[src/design/efs_pkg.sv]
// ----------------------------------------------------------------------------
// efs_pkg
// Shared constants for the even value filter and sorter.
// ----------------------------------------------------------------------------
package efs_pkg;

   localparam int CAPACITY   = 16;
   localparam int DATA_WIDTH = 8;

   localparam int IDX_W   = (CAPACITY > 1) ? $clog2(CAPACITY) : 1;
   localparam int CNT_W   = $clog2(CAPACITY + 1);
   localparam int TDATA_W = ((DATA_WIDTH + 7) / 8) * 8;
   localparam int TUSER_W = 2;

   // Bit positions inside the result tuser.
   localparam int TUSER_OVERFLOWED = 0;
   localparam int TUSER_EMPTY      = 1;

endpackage

[src/design/efs_ram.sv]
// ----------------------------------------------------------------------------
// efs_ram
// Simple dual-port synchronous RAM, one write and one read port, registered
// read data.
// ----------------------------------------------------------------------------
module efs_ram #(
   parameter int DEPTH = 16,
   parameter int WIDTH = 8
) (
   input  logic                                        clock,
   input  logic                                        wr_en,
   input  logic [((DEPTH > 1) ? $clog2(DEPTH) : 1)-1:0] wr_addr,
   input  logic [WIDTH-1:0]                            wr_data,
   input  logic [((DEPTH > 1) ? $clog2(DEPTH) : 1)-1:0] rd_addr,
   output logic [WIDTH-1:0]                            rd_data
);

   logic [WIDTH-1:0] mem_ff [DEPTH];
   logic [WIDTH-1:0] rd_data_ff;

   always_ff @(posedge clock) begin
      if (wr_en) begin
         mem_ff[wr_addr] <= wr_data;
      end
      rd_data_ff <= mem_ff[rd_addr];
   end

   assign rd_data = rd_data_ff;

endmodule

[src/design/even_filter_sorter_core.sv]
// ----------------------------------------------------------------------------
// even_filter_sorter_core
// Keeps the even values of a frame in a RAM, sorted by insertion, and emits
// them in ascending order after the last item of the frame.
// ----------------------------------------------------------------------------
//  Channel  Direction  Item contents
//  req_     in         tdata: value; tlast: frame_end
//  rsp_     out        tdata: sorted_value; tlast: run_end;
//                      tuser: overflowed, empty_res
//
// An odd or dropped item, or the first kept item of a frame, is handled in ST_IDLE alone.
// Any other kept item walks through ST_INSERT, which shifts one RAM entry per
// cycle for every stored value above it, then writes the value in its place.
// After the last item, each result takes a RAM read, then a load of the output
// register, which waits while the register is full and rsp_tready is low.
// The synchronous reset clears the count and the drop flag; the RAM needs no
// clearing. The last result waits in the output register while a new frame
// is already being taken.
// ----------------------------------------------------------------------------
module even_filter_sorter_core (
   input  logic                        clock,
   input  logic                        reset,
   input  logic                        req_tvalid,
   output logic                        req_tready,
   input  logic [efs_pkg::TDATA_W-1:0] req_tdata,   // value
   input  logic                        req_tlast,   // frame_end
   output logic                        rsp_tvalid,
   input  logic                        rsp_tready,
   output logic [efs_pkg::TDATA_W-1:0] rsp_tdata,   // sorted_value
   output logic                        rsp_tlast,   // run_end
   output logic [efs_pkg::TUSER_W-1:0] rsp_tuser    // overflowed, empty_res
);

   typedef enum logic [2:0] {
      ST_IDLE,
      ST_INSERT,
      ST_PLACE,
      ST_EMIT_READ,
      ST_EMIT_LOAD
   } state_type;

   state_type                       state_ff, state_in;
   logic [efs_pkg::CNT_W-1:0]       count_ff, count_in;
   logic                            drop_ff, drop_in;
   logic                            last_ff, last_in;
   logic [efs_pkg::IDX_W-1:0]       pos_ff, pos_in;
   logic [efs_pkg::IDX_W-1:0]       idx_ff, idx_in;
   logic [efs_pkg::DATA_WIDTH-1:0]  val_ff, val_in;

   logic                            rsp_valid_ff, rsp_valid_in;
   logic [efs_pkg::DATA_WIDTH-1:0]  rsp_data_ff, rsp_data_in;
   logic                            rsp_last_ff, rsp_last_in;
   logic [efs_pkg::TUSER_W-1:0]     rsp_user_ff, rsp_user_in;

   logic                            wr_en;
   logic [efs_pkg::IDX_W-1:0]       wr_addr;
   logic [efs_pkg::DATA_WIDTH-1:0]  wr_data;
   logic [efs_pkg::IDX_W-1:0]       rd_addr;
   logic [efs_pkg::DATA_WIDTH-1:0]  rd_data;

   logic [efs_pkg::DATA_WIDTH-1:0]  req_value;
   logic                            req_accept;
   logic                            slot_free;
   state_type                       done_state;

   efs_ram #(
      .DEPTH (efs_pkg::CAPACITY),
      .WIDTH (efs_pkg::DATA_WIDTH)
   ) u_ram (
      .clock   (clock),
      .wr_en   (wr_en),
      .wr_addr (wr_addr),
      .wr_data (wr_data),
      .rd_addr (rd_addr),
      .rd_data (rd_data)
   );

   assign req_value  = req_tdata[efs_pkg::DATA_WIDTH-1:0];
   assign req_tready = (state_ff == ST_IDLE);
   assign req_accept = req_tvalid && req_tready;
   assign slot_free  = !rsp_valid_ff || rsp_tready;
   assign done_state = last_ff ? ST_EMIT_READ : ST_IDLE;

   always_comb begin
      state_in     = state_ff;
      count_in     = count_ff;
      drop_in      = drop_ff;
      last_in      = last_ff;
      pos_in       = pos_ff;
      idx_in       = idx_ff;
      val_in       = val_ff;
      rsp_valid_in = rsp_valid_ff && !rsp_tready;
      rsp_data_in  = rsp_data_ff;
      rsp_last_in  = rsp_last_ff;
      rsp_user_in  = rsp_user_ff;
      wr_en        = 1'b0;
      wr_addr      = pos_ff;
      wr_data      = val_ff;
      rd_addr      = idx_ff;

      unique case (state_ff)
         ST_IDLE: begin
            rd_addr = efs_pkg::IDX_W'(count_ff - efs_pkg::CNT_W'(1));
            if (req_accept) begin
               last_in = req_tlast;
               val_in  = req_value;
               pos_in  = efs_pkg::IDX_W'(count_ff);
               idx_in  = '0;
               if (req_value[0] == 1'b0 &&
                   count_ff == efs_pkg::CNT_W'(efs_pkg::CAPACITY)) begin
                  drop_in  = 1'b1;
                  state_in = req_tlast ? ST_EMIT_READ : ST_IDLE;
               end else if (req_value[0] == 1'b0 && count_ff == '0) begin
                  wr_en    = 1'b1;
                  wr_addr  = '0;
                  wr_data  = req_value;
                  count_in = count_ff + efs_pkg::CNT_W'(1);
                  state_in = req_tlast ? ST_EMIT_READ : ST_IDLE;
               end else if (req_value[0] == 1'b0) begin
                  state_in = ST_INSERT;
               end else begin
                  state_in = req_tlast ? ST_EMIT_READ : ST_IDLE;
               end
            end
         end

         ST_INSERT: begin
            rd_addr = pos_ff - efs_pkg::IDX_W'(1) - efs_pkg::IDX_W'(1);
            wr_en   = 1'b1;
            wr_addr = pos_ff;
            if (rd_data > val_ff) begin
               wr_data = rd_data;
               pos_in  = pos_ff - efs_pkg::IDX_W'(1);
               if (pos_ff == efs_pkg::IDX_W'(1)) begin
                  state_in = ST_PLACE;
               end
            end else begin
               wr_data  = val_ff;
               count_in = count_ff + efs_pkg::CNT_W'(1);
               state_in = done_state;
            end
         end

         ST_PLACE: begin
            wr_en    = 1'b1;
            wr_addr  = '0;
            wr_data  = val_ff;
            count_in = count_ff + efs_pkg::CNT_W'(1);
            state_in = done_state;
         end

         ST_EMIT_READ: begin
            if (count_ff == '0) begin
               if (slot_free) begin
                  rsp_valid_in = 1'b1;
                  rsp_data_in  = '0;
                  rsp_last_in  = 1'b1;
                  rsp_user_in  = '0;
                  rsp_user_in[efs_pkg::TUSER_OVERFLOWED] = drop_ff;
                  rsp_user_in[efs_pkg::TUSER_EMPTY]      = 1'b1;
                  drop_in      = 1'b0;
                  state_in     = ST_IDLE;
               end
            end else begin
               state_in = ST_EMIT_LOAD;
            end
         end

         ST_EMIT_LOAD: begin
            if (slot_free) begin
               rsp_valid_in = 1'b1;
               rsp_data_in  = rd_data;
               rsp_user_in  = '0;
               rsp_user_in[efs_pkg::TUSER_OVERFLOWED] = drop_ff;
               if (efs_pkg::CNT_W'(idx_ff) + efs_pkg::CNT_W'(1) == count_ff) begin
                  rsp_last_in = 1'b1;
                  count_in    = '0;
                  drop_in     = 1'b0;
                  state_in    = ST_IDLE;
               end else begin
                  rsp_last_in = 1'b0;
                  idx_in      = idx_ff + efs_pkg::IDX_W'(1);
                  state_in    = ST_EMIT_READ;
               end
            end
         end

         default: begin
            state_in = ST_IDLE;
         end
      endcase
   end

   always_ff @(posedge clock) begin
      if (reset) begin
         state_ff     <= ST_IDLE;
         count_ff     <= '0;
         drop_ff      <= 1'b0;
         last_ff      <= 1'b0;
         rsp_valid_ff <= 1'b0;
      end else begin
         state_ff     <= state_in;
         count_ff     <= count_in;
         drop_ff      <= drop_in;
         last_ff      <= last_in;
         rsp_valid_ff <= rsp_valid_in;
      end
      pos_ff      <= pos_in;
      idx_ff      <= idx_in;
      val_ff      <= val_in;
      rsp_data_ff <= rsp_data_in;
      rsp_last_ff <= rsp_last_in;
      rsp_user_ff <= rsp_user_in;
   end

   assign rsp_tvalid = rsp_valid_ff;
   assign rsp_tdata  = efs_pkg::TDATA_W'(rsp_data_ff);
   assign rsp_tlast  = rsp_last_ff;
   assign rsp_tuser  = rsp_user_ff;

endmodule
[config.mk]
export PLATFORM = sky130hd
export DESIGN_NAME = even_filter_sorter_core
export DESIGN_NICKNAME = d
export VERILOG_FILES = /design/src/design/efs_pkg.sv /design/src/design/efs_ram.sv /design/src/design/even_filter_sorter_core.sv
export SDC_FILE = /design/constraint.sdc
export NUM_CORES = 1
export LEC_CHECK = 0
export BUFFER_PORTS_ARGS = -buffer_cell sky130_fd_sc_hd__buf_4
export CAP_MARGIN = 40
export CORE_ASPECT_RATIO = 0.75
export CORE_MARGIN = 2
export CORE_UTILIZATION = 40
export DETAILED_ROUTE_END_ITERATION = 10
export RECOVER_POWER = 100
export SLEW_MARGIN = 40
export SYNTH_ARGS = -nofsm -noshare
export SYNTH_HDL_FRONTEND = slang
export SYNTH_SLANG_ARGS = --single-unit
[constraint.sdc]
create_clock -name clock -period 3.13 [get_ports clock]
set_input_delay 0.313 -clock clock [delete_from_list [all_inputs] [get_ports clock]]
set_output_delay 0.313 -clock clock [all_outputs]
set_load 0.05 [all_outputs]
==> flow_metrics.py <==
metrics = {
    "status": {
        "status": "completed",
    },
    "critical_path": {
        "crit_end": "u_ram.rd_data[6]",
        "worstSetupPathType": "reg2reg",
        "r2r_start": "state_ff[1]",
        "cp-end-kind": "register",
        "start_kind": "register",
        "slowest_delay_ps": 790,
        "critical_path.top_delay_family": "buffers and inverters",
        "crit_start": "state_ff[1]",
        "r2r_end": "u_ram.rd_data[6]",
        "path_cells": "clkbuf_1 > o41ai_4 > clkbuf_4 > mux2i_1 > mux2i_1 > mux2i_1 > mux2i_1",
        "path_common_cell": "mux2i_1",
        "cp.required_ps": 3410,
        "crit_cells": 7,
        "slowest_stage": "o41ai_4",
        "rr_worst_depth": 7,
        "crit_arrival_ps": 3160,
        "cp_max_fo": 22,
        "timing.reg2reg.setup_slack_ps": 240,
        "path_buf_inv": 2,
    },
    "yosys": {
        "synth_area_um2": 7890,
        "synthMuxAreaShare_pct": 15.6,
        "synth.distinct_cells": 52,
        "synth_compound_gate_area_share_pct": 5.55,
        "yosys.area_share.adder_pct": 2.22,
        "syn_avg_cell_area_um2": 14.5,
        "yosys.area_share.simple_pct": 8.36,
        "async_flop_share_pct": 0,
        "synth_top_family_by_area": "multiplexers",
        "ys_seq_elements": 174,
        "synth_nets": 571,
        "ys_warn_count": 0,
        "synth.top_cell.area_share_pct": 59.0,
        "ys_top_cells_by_area": "edfxtp_1 (59%), mux2i_1 (16%), dfxtp_1 (4.8%)",
        "ys_seq_area_share_pct": 63.8,
        "yosys_most_used_dff": "edfxtp_1",
        "synth_area_leader_cell": "edfxtp_1",
        "synth_xor_area_share_pct": 1.22,
        "synth-edff-count": 155,
        "synthCells": 544,
    },
    "place": {
        "place_area_um2": 8560,
        "placement.io_buffers": 25,
        "globalplace.congestion": 0.885,
        "dp_worst_setup_slack_ps": 356,
        "hpwl_mm": 11.8,
    },
    "cts": {
        "htreeDepth": 4,
        "cts_setup_buffers": 0,
        "ctsResizeCount": 0,
        "max-clock-path-buffers": 2,
        "postCtsHoldBufs": 0,
        "cts_tree": "done",
        "clkSinkCount": 174,
        "clk_pin_slew_worst_paths_ps": 60,
        "clock_latency_ps": 420,
        "cts_made_buffers": 17,
        "cts_root_buf": "clkbuf_16",
    },
    "pwr": {
        "p_int_mw": 6.39,
        "ir_drop_v": 0.000765,
        "clockPowerShare_pct": 19.5,
        "p_switching_mw": 3.81,
        "p_sw_share_pct": 37.3,
        "seq_power_share_pct": 33.5,
        "p_per_area_nw_per_um2": 1140,
        "p_comb_share_pct": 47.0,
        "power_leakage_nw": 3.23,
    },
    "die": {
        "start_util_pct": 40.8,
        "rows": 44,
        "core_um2": 19300,
        "die-area_um2": 20900,
        "io_pins": 26,
        "dieWidth_um": 166,
        "die_h_um": 126,
    },
    "global_route": {
        "grt_pass1_wl_mm": 26.4,
        "grt_max_degree": 24,
        "first_global_vias": 4508,
        "antenna_found_initial": 0,
        "grt.overflow.total": 0,
        "track_usage_pct": 16.8,
    },
    "timing": {
        "period_needed_ps": 2890,
        "period_share_pct": 92.3,
        "clock_skew_ps": 8.74,
        "fmax_mhz": 346,
        "final.setup.tns_ps": 0,
        "hold_violations": 0,
        "finalMaxSlewViolations": 0,
        "setup_viol": 0,
        "relSlewSlack_pct": 37.4,
        "rsz0062_at_grt": "false",
        "worst_slew_pin_slew_ps": 926,
        "fin_ws_ps": 242,
    },
    "layout": {
        "antennaDiodeCount": 0,
        "fin_nets": 630,
        "final_cell_area_um2": 8940,
        "fin_util_pct": 46.3,
        "area_growth_pct": 13.4,
        "drive_gt1_share_pct": 10.9,
    },
    "run": {
        "drv_cap": 0,
    },
    "min_path": {
        "hp-start": "req_tdata[6]",
        "hold_path_class": "in2reg",
        "hold_depth": 1,
    },
    "routing": {
        "viasPerCell": 5.35,
        "post_drt_wl_per_cell_um": 19.3,
        "drc": 0,
        "final_antenna_net_count": 0,
        "dr_total_vias": 4648,
        "drt_wl_total_mm": 16.8,
        "drtPass1Iterations": 6,
        "drt_iter0_drc": 474,
    },
}
[how the worst min path moves through the flow]
stage | slack, ps | end
after floorplan | 410 | rsp_tuser[0]
after global placement | 440 | rsp_tuser[0]
after detailed placement | 430 | rsp_tuser[0]
after CTS | 60 | val_ff[6]
after global routing | 80 | val_ff[6]
final | 100 | val_ff[6]
[cell usage after synthesis, drive strengths merged (5+ instances only)]
cell / number
edfxtp: 155
buf: 19
inv: 19
a21oi: 18
dfxtp: 19
mux2i: 123
o211ai: 5
and3: 10
nand2: 15
xor2: 7
nor3: 5
nor2b: 14
a221o: 7
nand3: 18
nor2: 39
ha: 14
o21ai: 9
[per-stage QoR]
| step | hold WS, ps | cells | total power [mW] |
|---|---|---|---|
| after floorplan | 409 | 544 | 7.06 |
| after global placement | 439 | 837 | 8.25 |
| after detailed placement | 435 | 837 | 8.39 |
| after CTS | 59.2 | 869 | 10.4 |
| after global routing | 83.8 | 869 | 10.8 |
| final | 102 | 869 | 10.2 |
[power groups by stage]
stage | clock [mW] | sequential, mW | combinational, mW
after CTS | 2.03 | 3.42 | 4.94
after global routing | 2.12 | 3.45 | 5.21
after detailed placement | 0 | 3.47 | 4.92
after global placement | 0 | 3.46 | 4.80
after floorplan | 0 | 3.41 | 3.65
final | 1.98 | 3.42 | 4.79
[cell usage in the layout, fill, tap and decap left out, drive strengths merged, types with 3 or more instances in the layout]
cell type / Yosys / final
a211oi: 3 / 3
a21oi: 18 / 18
a221o: 7 / 7
and2: 3 / 3
and3: 10 / 10
buf: 19 / 18
clkbuf: 2 / 66
clkinv: 1 / 8
dfxtp: 19 / 19
edfxtp: 155 / 155
ha: 14 / 14
inv: 19 / 19
mux2i: 123 / 123
nand2: 15 / 15
nand2b: 4 / 4
nand3: 18 / 18
nand4: 4 / 4
nor2: 39 / 39
nor2b: 14 / 14
nor3: 5 / 5
nor3b: 4 / 4
o211ai: 5 / 5
o21ai: 9 / 9
o31ai: 3 / 3
xnor2: 4 / 4
xor2: 7 / 7
[layer usage]
layer / global-route usage [%] / wire length [µm] / vias to the layer above
li1: - / - / 2186
met1: 24.2 / 8010 / 2314
met2: 25.0 / 7540 / 134
met3: 4.65 / 1030 / 14
met4: 4.71 / 193 / 0
met5: 0 / 0 / -
[state kept, by name, indices dropped and copies added (netlist names)]
register	cells
count_ff	5
drop_ff	1
idx_ff	4
last_ff	1
pos_ff	4
rsp_tdata	8
rsp_tlast	1
rsp_tuser	2
rsp_tvalid	1
state_ff	3
u_ram.mem_ff	128
u_ram.rd_data	8
val_ff	8
[area by class of cell]
cell class | count | area (µm²)
clock buffers | 23 | 458
clock inverters | 9 | 95.1
fillers | 1706 | 10400
inverters | 20 | 75.1
multi-input cells | 329 | 2610
flip-flops and latches | 174 | 5030
well taps | 253 | 317
repair buffers | 61 | 358
[kinds of logic (layout without fill, tap and decap cells)]
group | Yosys count | in the layout
muxes | 123 | 123
adders and majority gates | 14 | 14
buffers and inverters | 41 | 113
xor gates and xnor gates | 11 | 11
and+or+nand+nor | 123 | 123
AOI/OAI and AO/OA | 58 | 58
DFF | 174 | 174
Power figures use the tool's default switching activity.
